==> src/hw/rtl/sipq_pkg.sv <==
// ----------------------------------------------------------------------------
// sipq_pkg
// Shared types and constants of the sorted-insert priority queue: field
// widths, status codes and the entry and command words passed along the cells.
// ----------------------------------------------------------------------------
`default_nettype none

package sipq_pkg;

	localparam int KEY_W        = 31;
	localparam int DATA_W       = 32;
	localparam int COUNT_W      = 5;
	localparam int CAPACITY_DEF = 16;

	localparam logic OP_PUSH = 1'b0;
	localparam logic OP_POP  = 1'b1;

	typedef enum logic [1:0] {
		ST_DONE  = 2'd0,
		ST_FULL  = 2'd1,
		ST_EMPTY = 2'd2
	} status_t;

	typedef struct packed {
		logic                     valid;
		logic [KEY_W-1:0]         key;
		logic signed [DATA_W-1:0] data;
	} entry_t;

	// push and pop are only raised for operations that change the queue
	typedef struct packed {
		logic                     push;
		logic                     pop;
		logic [KEY_W-1:0]         key;
		logic signed [DATA_W-1:0] data;
	} cmd_t;

endpackage

`default_nettype wire

==> src/hw/rtl/sipq_cell.sv <==
// ----------------------------------------------------------------------------
// sipq_cell
// One slot of the sorted chain. On a push it keeps its entry, takes the one
// from its left neighbor or takes the new word; on a pop it takes the entry
// from its right neighbor.
// ----------------------------------------------------------------------------
`default_nettype none

module sipq_cell (
	input  wire logic            clk,
	input  wire logic            arst_n,
	input  wire sipq_pkg::cmd_t   cmd,
	input  wire sipq_pkg::entry_t left_ent,
	input  wire logic            left_disp,
	input  wire sipq_pkg::entry_t right_ent,
	output sipq_pkg::entry_t      ent,
	output logic                 disp
);

	logic                               valid_q;
	logic [sipq_pkg::KEY_W-1:0]         key_q;
	logic signed [sipq_pkg::DATA_W-1:0] data_q;
	sipq_pkg::entry_t                   nxt;
	logic                               load;

	assign ent = '{valid: valid_q, key: key_q, data: data_q};

	// empty slot or a larger key: this cell moves toward the tail on a push
	assign disp = !valid_q || (key_q > cmd.key);

	always_comb begin
		nxt  = ent;
		load = 1'b0;
		if (cmd.push) begin
			if (disp) begin
				load = 1'b1;
				if (left_disp) begin
					nxt = left_ent;
				end else begin
					nxt = '{valid: 1'b1, key: cmd.key, data: cmd.data};
				end
			end
		end else if (cmd.pop) begin
			load = 1'b1;
			nxt  = right_ent;
		end
	end

	always_ff @(posedge clk or negedge arst_n) begin
		if (!arst_n) begin
			valid_q <= 1'b0;
		end else if (load) begin
			valid_q <= nxt.valid;
		end
	end

	always_ff @(posedge clk) begin
		if (load) begin
			key_q  <= nxt.key;
			data_q <= nxt.data;
		end
	end

endmodule

`default_nettype wire

==> src/hw/rtl/sorted_insert_priority_queue.sv <==
// Latency: the result word appears on the cycle after start is taken, marked by done.
// Throughput: one push or pop per cycle; busy stays low, and every cell updates at the same clock edge.
// The receiver cannot stall: done marks each result for exactly one cycle.
// Reset clears every cell's valid bit and the count; entry storage is not cleared.
// ----------------------------------------------------------------------------
// sorted_insert_priority_queue
// Bounded priority queue held as a sorted chain of cells, smallest key at
// cell 0. Equal keys leave in arrival order.
// ----------------------------------------------------------------------------
`default_nettype none

module sorted_insert_priority_queue #(
	parameter int CAPACITY = sipq_pkg::CAPACITY_DEF
) (
	input  wire logic                               clk,
	input  wire logic                               arst_n,
	input  wire logic                               start,
	output logic                                    busy,
	input  wire logic                               operation,
	input  wire logic signed [sipq_pkg::DATA_W-1:0] data,
	input  wire logic [sipq_pkg::KEY_W-1:0]         key,
	output logic                                    done,
	output logic [1:0]                              status,
	output logic signed [sipq_pkg::DATA_W-1:0]      front_data,
	output logic [sipq_pkg::KEY_W-1:0]              front_key,
	output logic [sipq_pkg::COUNT_W-1:0]            count
);

	localparam int CNT_W = $clog2(CAPACITY + 1);

	logic [CNT_W-1:0]   cnt_q;
	logic               done_q;
	sipq_pkg::status_t  status_q;
	sipq_pkg::cmd_t     cmd;
	sipq_pkg::entry_t   ents [CAPACITY];
	logic               disps [CAPACITY];
	logic               accept;
	logic               full;
	logic               empty;

	assign busy   = 1'b0;
	assign accept = start && !busy;
	assign full   = (cnt_q == CNT_W'(CAPACITY));
	assign empty  = (cnt_q == '0);

	assign cmd.push = accept && (operation == sipq_pkg::OP_PUSH) && !full;
	assign cmd.pop  = accept && (operation == sipq_pkg::OP_POP) && !empty;
	assign cmd.key  = key;
	assign cmd.data = data;

	for (genvar i = 0; i < CAPACITY; i++) begin : g_cell
		sipq_pkg::entry_t left_ent;
		sipq_pkg::entry_t right_ent;
		logic             left_disp;

		if (i == 0) begin : g_first
			assign left_ent  = '0;
			assign left_disp = 1'b0;
		end else begin : g_mid
			assign left_ent  = ents[i-1];
			assign left_disp = disps[i-1];
		end

		if (i == CAPACITY - 1) begin : g_last
			assign right_ent = '0;
		end else begin : g_inner
			assign right_ent = ents[i+1];
		end

		sipq_cell u_cell (
			.clk       (clk),
			.arst_n    (arst_n),
			.cmd       (cmd),
			.left_ent  (left_ent),
			.left_disp (left_disp),
			.right_ent (right_ent),
			.ent       (ents[i]),
			.disp      (disps[i])
		);
	end

	always_ff @(posedge clk or negedge arst_n) begin
		if (!arst_n) begin
			cnt_q    <= '0;
			done_q   <= 1'b0;
			status_q <= sipq_pkg::ST_DONE;
		end else begin
			done_q <= accept;
			if (cmd.push) begin
				cnt_q <= cnt_q + 1'b1;
			end else if (cmd.pop) begin
				cnt_q <= cnt_q - 1'b1;
			end
			if (accept) begin
				if (operation == sipq_pkg::OP_PUSH && full) begin
					status_q <= sipq_pkg::ST_FULL;
				end else if (operation == sipq_pkg::OP_POP && empty) begin
					status_q <= sipq_pkg::ST_EMPTY;
				end else begin
					status_q <= sipq_pkg::ST_DONE;
				end
			end
		end
	end

	// cell 0 already holds the front after the operation; zero it when empty
	assign done       = done_q;
	assign status     = status_q;
	assign front_data = ents[0].valid ? ents[0].data : '0;
	assign front_key  = ents[0].valid ? ents[0].key : '0;
	assign count      = sipq_pkg::COUNT_W'(cnt_q);

endmodule

`default_nettype wire
==> config.mk <==
export PLATFORM = sky130hd
export DESIGN_NAME = sorted_insert_priority_queue
export DESIGN_NICKNAME = d
export VERILOG_FILES = /design/src/hw/rtl/sipq_pkg.sv /design/src/hw/rtl/sipq_cell.sv /design/src/hw/rtl/sorted_insert_priority_queue.sv
export SDC_FILE = /design/constraint.sdc
export NUM_CORES = 2
export LEC_CHECK = 0
export ABC_AREA = 1
export BUFFER_PORTS_ARGS = -buffer_cell sky130_fd_sc_hd__buf_2
export CORE_ASPECT_RATIO = 1.4
export CORE_UTILIZATION = 55
export CTS_CLUSTER_SIZE = 25
export DETAILED_ROUTE_END_ITERATION = 10
export GPL_TIMING_DRIVEN = 1
export PLACE_DENSITY = 0.73
export SKIP_CTS_REPAIR_TIMING = 1
export SYNTH_ARGS = -nofsm -noshare
export SYNTH_HDL_FRONTEND = slang
export SYNTH_SLANG_ARGS = --single-unit
==> constraint.sdc <==
create_clock -name clk -period 5.61 [get_ports clk]
set_clock_uncertainty 0.05 [all_clocks]
set_input_delay 0.561 -clock clk [delete_from_list [all_inputs] [get_ports clk]]
set_output_delay 0.561 -clock clk [all_outputs]
set_load 0.005 [all_outputs]
Yosys cells after proc, flatten, opt, wreduce, memory -nomap -nowiden
Index checks and enable logic that the tools add are counted.

storage, ports and cells
  output and inout port bits = 72
  input bits = 67
  logic and storage cells = 247
  register bits = 1032

operators by class
  bitwise gates (word level) = 1
  equal/unequal tests = 17
  add/sub/neg operators = 2
  mux-type cells = 102
  order comparisons = 16
  reduce and logical (&&, ||, !) cells = 58

operator list
  operator                                                number
  two-way mux 64 bit                                      63
  > comparator 31 bit                                     16
  AND reduction 3 bit                                     16
  two-way mux 1 bit                                       33
  two-way mux 32 bit                                      1
  inequality test 2 x 1 -> 1 bit (second input constant)  16
  two-way mux 31 bit                                      1
  zero test 1 bit                                         18
  logical OR 1 bit                                        16
  two-way mux 5 bit                                       2
  logical AND 1 bit                                       6
  adder 5 x 1 -> 5 bit (second input constant)            1
  equality test 5 bit (second input constant)             1
  zero test 5 bit                                         1
  subtractor 5 x 1 -> 5 bit (second input constant)       1
  two-way mux 2 bit                                       2
  nonzero test 2 bit                                      1
  NOT 1 bit                                               1

Depth between registers and ports, before layout
  depth after elaboration = 6
  gate-level depth with buffers = 19
  depth with buffers taken out = 17

By module
From an unflattened synthesis, not the netlist that was laid out.

second synthesis, totals
  cell total of the unflattened synthesis = 8410
  area total of the unflattened synthesis = 66870.4 um2

modules (own cells, without submodules)
  module                             cells each  seq. area each (um2)  instances  area an instance (um2)
  sipq_cell at g_cell[0].u_cell ...  513         1916.8                12         4116.4
  sipq_cell at g_cell[6].u_cell ...  515         1916.8                4          4113.9
  sorted_insert_priority_queue       194         200.2                 1          1017.2

Least setup slack after synthesis
No wires, ideal clock.

  kind = input to register
  from = input key[14] (netlist bit)
  to = register g_cell[0].u_cell.data_q[0] (netlist bit) (enable)
  stages on the path = 15
  data arrival time = 3.490 ns
  library setup time = 0.423 ns
  path buffers = 1
  setup slack = 1.647 ns
  required time = 5.137 ns
  cells stage by stage = inv_1 > ha_1 > nand2_1 > nor2_1 > inv_1 > nor2_1 > nand2_1 > nand2_1 > nand2_1 > nand2_1 > nand2_1 > nand2_2 > nand2_2 > buf_4 > nand2_1

between the ends
  cells in the longest elaborated chain, start to end = 5
  elaborated cells between the ends (all ways) = 6
  those cells by class = order compare (1); eq/ne (1); mux (2); reduce/logical (2)

ends and longest elaborated chain
  item                                    line                                text
  from (decl)                             sorted_insert_priority_queue.sv:21  input wire logic [sipq_pkg::KEY_W-1:0] key,
  > comparator 31 bit *                   sipq_cell.sv:29                     assign disp = !valid_q || (key_q > cmd.key);
  logical OR 1 bit *                      sipq_cell.sv:29
  two-way mux 1 bit                       sipq_cell.sv:35                     if (disp) begin
  two-way mux 1 bit                       sipq_cell.sv:34                     if (cmd.push) begin
  AND reduction 3 bit (no source line) *  n/a
  to (signal assigned)                    sipq_cell.sv:60                     data_q <= nxt.data;
  to (decl)                               sipq_cell.sv:22                     logic signed [sipq_pkg::DATA_W-1:0] data_q;

Mark *: on every way between the ends. The rest lies on a longest branch, timed or not.
A chain may end at the register's enable or synchronous reset.

==> flow_metrics.tcl <==
set metrics [dict create \
    numCtsBuffers 106 \
    setup_viol 0 \
    rrSetupSlack_ns 1.19 \
    wl_per_cell_um 21.39 \
    synth.area.top_cells "edfxtp_1 44%, nand2_1 29%, ha_1 9.2%" \
    async_flop_share_pct 2.326 \
    die_w_um 299.3 \
    yosys_most_used_dff "edfxtp_1" \
    r2r_start "g_cell[10].u_cell.key_q[14]" \
    slew_headroom_pct 14.61 \
    htreeDepth 3 \
    postSynthAreaPerCell_um2 7.364 \
    internal-power_mw 17.60 \
    synth_area_um2 68080 \
    tns_ns 0 \
    layout-drive-gt1-share_pct 5.309 \
    start_util_pct 55.50 \
    status "completed" \
    p_clk_share_pct 26.0 \
    p_seq_share_pct 43.0 \
    io_pins 139 \
    worst_ir_drop_vdd_v 0.0003249 \
    grt_pass1_wl_mm 345.8 \
    min_to "status[1]" \
    powerDensity_nw_per_um2 382.6 \
    cp-start-kind "flip-flop" \
    routed_wl_mm 233.3 \
    layout_common_cells "5248 x nand2_1, 1224 x inv_1, 1008 x edfxtp_1" \
    yosysSeqAreaShare_pct 45.35 \
    n_fill_cell 11226 \
    clock_latency_ns 0.75 \
    r2r-end "g_cell[11].u_cell.data_q[27]" \
    synth_edf_count 1008 \
    hold_violations 0 \
    crit_type "reg2reg" \
    area.growth.synth_to_final_pct 7.993 \
    netlist_instances 9244 \
    grt_antenna_before_repair 16 \
    yosys.area.top_type "edfxtp_1" \
    multi_input_area_um2 30710 \
    syn_nets 9811 \
    ant_nets 0 \
    arrival_ns 4.87 \
    num_rows 152 \
    power_frac_comb_pct 30.9 \
    worst_hold_slack_ns 0.07892 \
    area.sequential_um2 30870 \
    first_iter_violations 6375 \
    endpoint_kind "flip-flop" \
    grt_max_degree 213 \
    nets 9767 \
    grt_pass1_vias 57383 \
    core_um2 122700 \
    path_clk_slew_ns 0.07 \
    drt_pass1_iterations 8 \
    fin_crit_ns 4.419 \
    cts_sinks 1032 \
    clock_tree.root_cell "clkbuf_16" \
    grt_util_all_layers_pct 36.76 \
    reg2reg_depth 15 \
    cts_tree "yes" \
    portBuffers 137 \
    dp_hpwl_mm 146.3 \
    synth_top_area_share_pct 44.46 \
    fp.dieH_um 418.3 \
    synth_warnings 0 \
    rsz0062_at_grt "false" \
    maxSlewViolCount 0 \
    dieArea_um2 125200 \
    period_share_pct 78.77 \
    synth_cell_types 31 \
    swShare_pct 37.44 \
    power_switching_mw 10.53 \
    hold_path.startpoint "operation" \
    grt_overflow_total 0 \
    worst_pin_slew_ns 1.281 \
    crit_path_max_fanout 51 \
    p_leak_nw 43.49 \
    vias 59946 \
    viasPerCell 5.495 \
    place_congestion 0.9731 \
    cp.required_ns 6.06 \
    fmax_mhz 226.3 \
    synth-seq-cells 1032 \
    holdPathStages 3 \
    final_common_cell "nand2_1" \
    cap_violations 0 \
    hold_class "in2reg" \
    drcViolationCount 0 \
    cts_buffer_depth 3 \
]
-- flip-flops by register name, indices dropped and copies added (netlist names) --
register,cells
g_cell.u_cell.key_q,496
status,2
g_cell.u_cell.valid_q,16
g_cell.u_cell.data_q,512
done,1
count,5
-- through the flow --
stage | cell area [µm²] | power, mW | instances | util (%) | worst slack (ns)
finish | 73520 | 28.13 | 10909 | 59.93 | 1.191
global route | 73500 | 29.55 | 10903 | 59.92 | 1.217
CTS | 73480 | 27.99 | 10901 | 59.90 | 1.510
detailed placement | 70070 | 20.73 | 10707 | 57.12 | 0.8912
global placement | 70070 | 20.45 | 10707 | 57.12 | 0.8368
floorplan | 68080 | 17.55 | 9244 | - | 1.647
-- per-layer routing --
metal  part of all wire [%]  vias up  global-route usage (%)
met5                  0.059        -                       0
met4                    6.6       20                   22.14
met3                    9.9      758                   7.231
met2                     47     3022                   61.30
met1                     36    27883                   43.84
li1                       -    28263                       -
-- cell usage after synthesis, types with 2 or more instances --
cell and n:
a21o_1 30, a21oi_1 165, buf_1 4, buf_2 79, buf_4 51, buf_6 59, clkbuf_1 198, dfrtp_1 24
edfxtp_1 1008, ha_1 499, inv_1 1225, inv_2 2, nand2_1 5276, nand2_2 17, nand2_4 55, nand3_1 54
nand3b_1 13, nand4_1 46, nor2_1 269, nor3_1 9, o21a_1 3, o21ai_0 142, o21ai_1 6, xor2_1 3
-- kinds of logic (layout without fill, tap and decap cells) --
kind of cell	after synthesis	after routing	share of synthesized area [%]
and+or+nand+nor	5742	5742	32.72
buffers and inverters	1618	1660	9.998
DFF	1032	1032	45.35
adders and majority gates	500	500	9.201
AOI/OAI and AO/OA	347	347	2.680
xor gates and xnor gates	4	4	0.05147
other	1	7	0.005509
-- worst max-delay path by stage --
stage                                            from                           end  slack [ns]
after floorplan                               key[14]    g_cell[0].u_cell.data_q[0]        1.65
after global placement                        key[12]   g_cell[10].u_cell.key_q[30]        0.84
after detailed placement                      key[13]  g_cell[11].u_cell.data_q[27]        0.89
after CTS                 g_cell[10].u_cell.key_q[14]  g_cell[11].u_cell.data_q[27]        1.51
after global routing      g_cell[10].u_cell.key_q[14]  g_cell[11].u_cell.data_q[27]        1.22
final                     g_cell[10].u_cell.key_q[14]  g_cell[11].u_cell.data_q[27]        1.19
-- worst max-delay path, cell delays in order (launching register included) --
cell      delay, ns
edfxtp_1       0.45
ha_1           0.33
nand2_1        0.18
nor2_1         0.18
inv_1          0.05
nor2_1         0.68
nand2_1        0.11
nand2_1        0.36
nand2_1        0.09
nand2_1        0.07
nand2_1        0.08
nand2_4        0.19
buf_4          0.74
nand2_1        0.29
nand2_1        0.15
nand2_1        0.05
-- power groups by stage --
stage | registers (mW) | clock network [mW] | logic (mW)
finish | 12.1 | 7.32 | 8.71
global route | 12.3 | 7.58 | 9.71
CTS | 12.1 | 7.35 | 8.57
detailed placement | 12.2 | 0 | 8.51
global placement | 12.2 | 0 | 8.26
floorplan | 11.7 | 0 | 5.80
-- layout make-up --
cell class | count | area share, %
inverters | 1227 | 6.278
diodes | 6 | 0.02042
repair buffers | 239 | 2.543
clock inverters | 63 | 0.8765
clock buffers | 131 | 3.765
well taps | 1617 | 2.752
flip-flops and latches | 1032 | 41.99
multi-input cells | 6594 | 41.77
No activity file was read; power rests on OpenSTA's default activity.
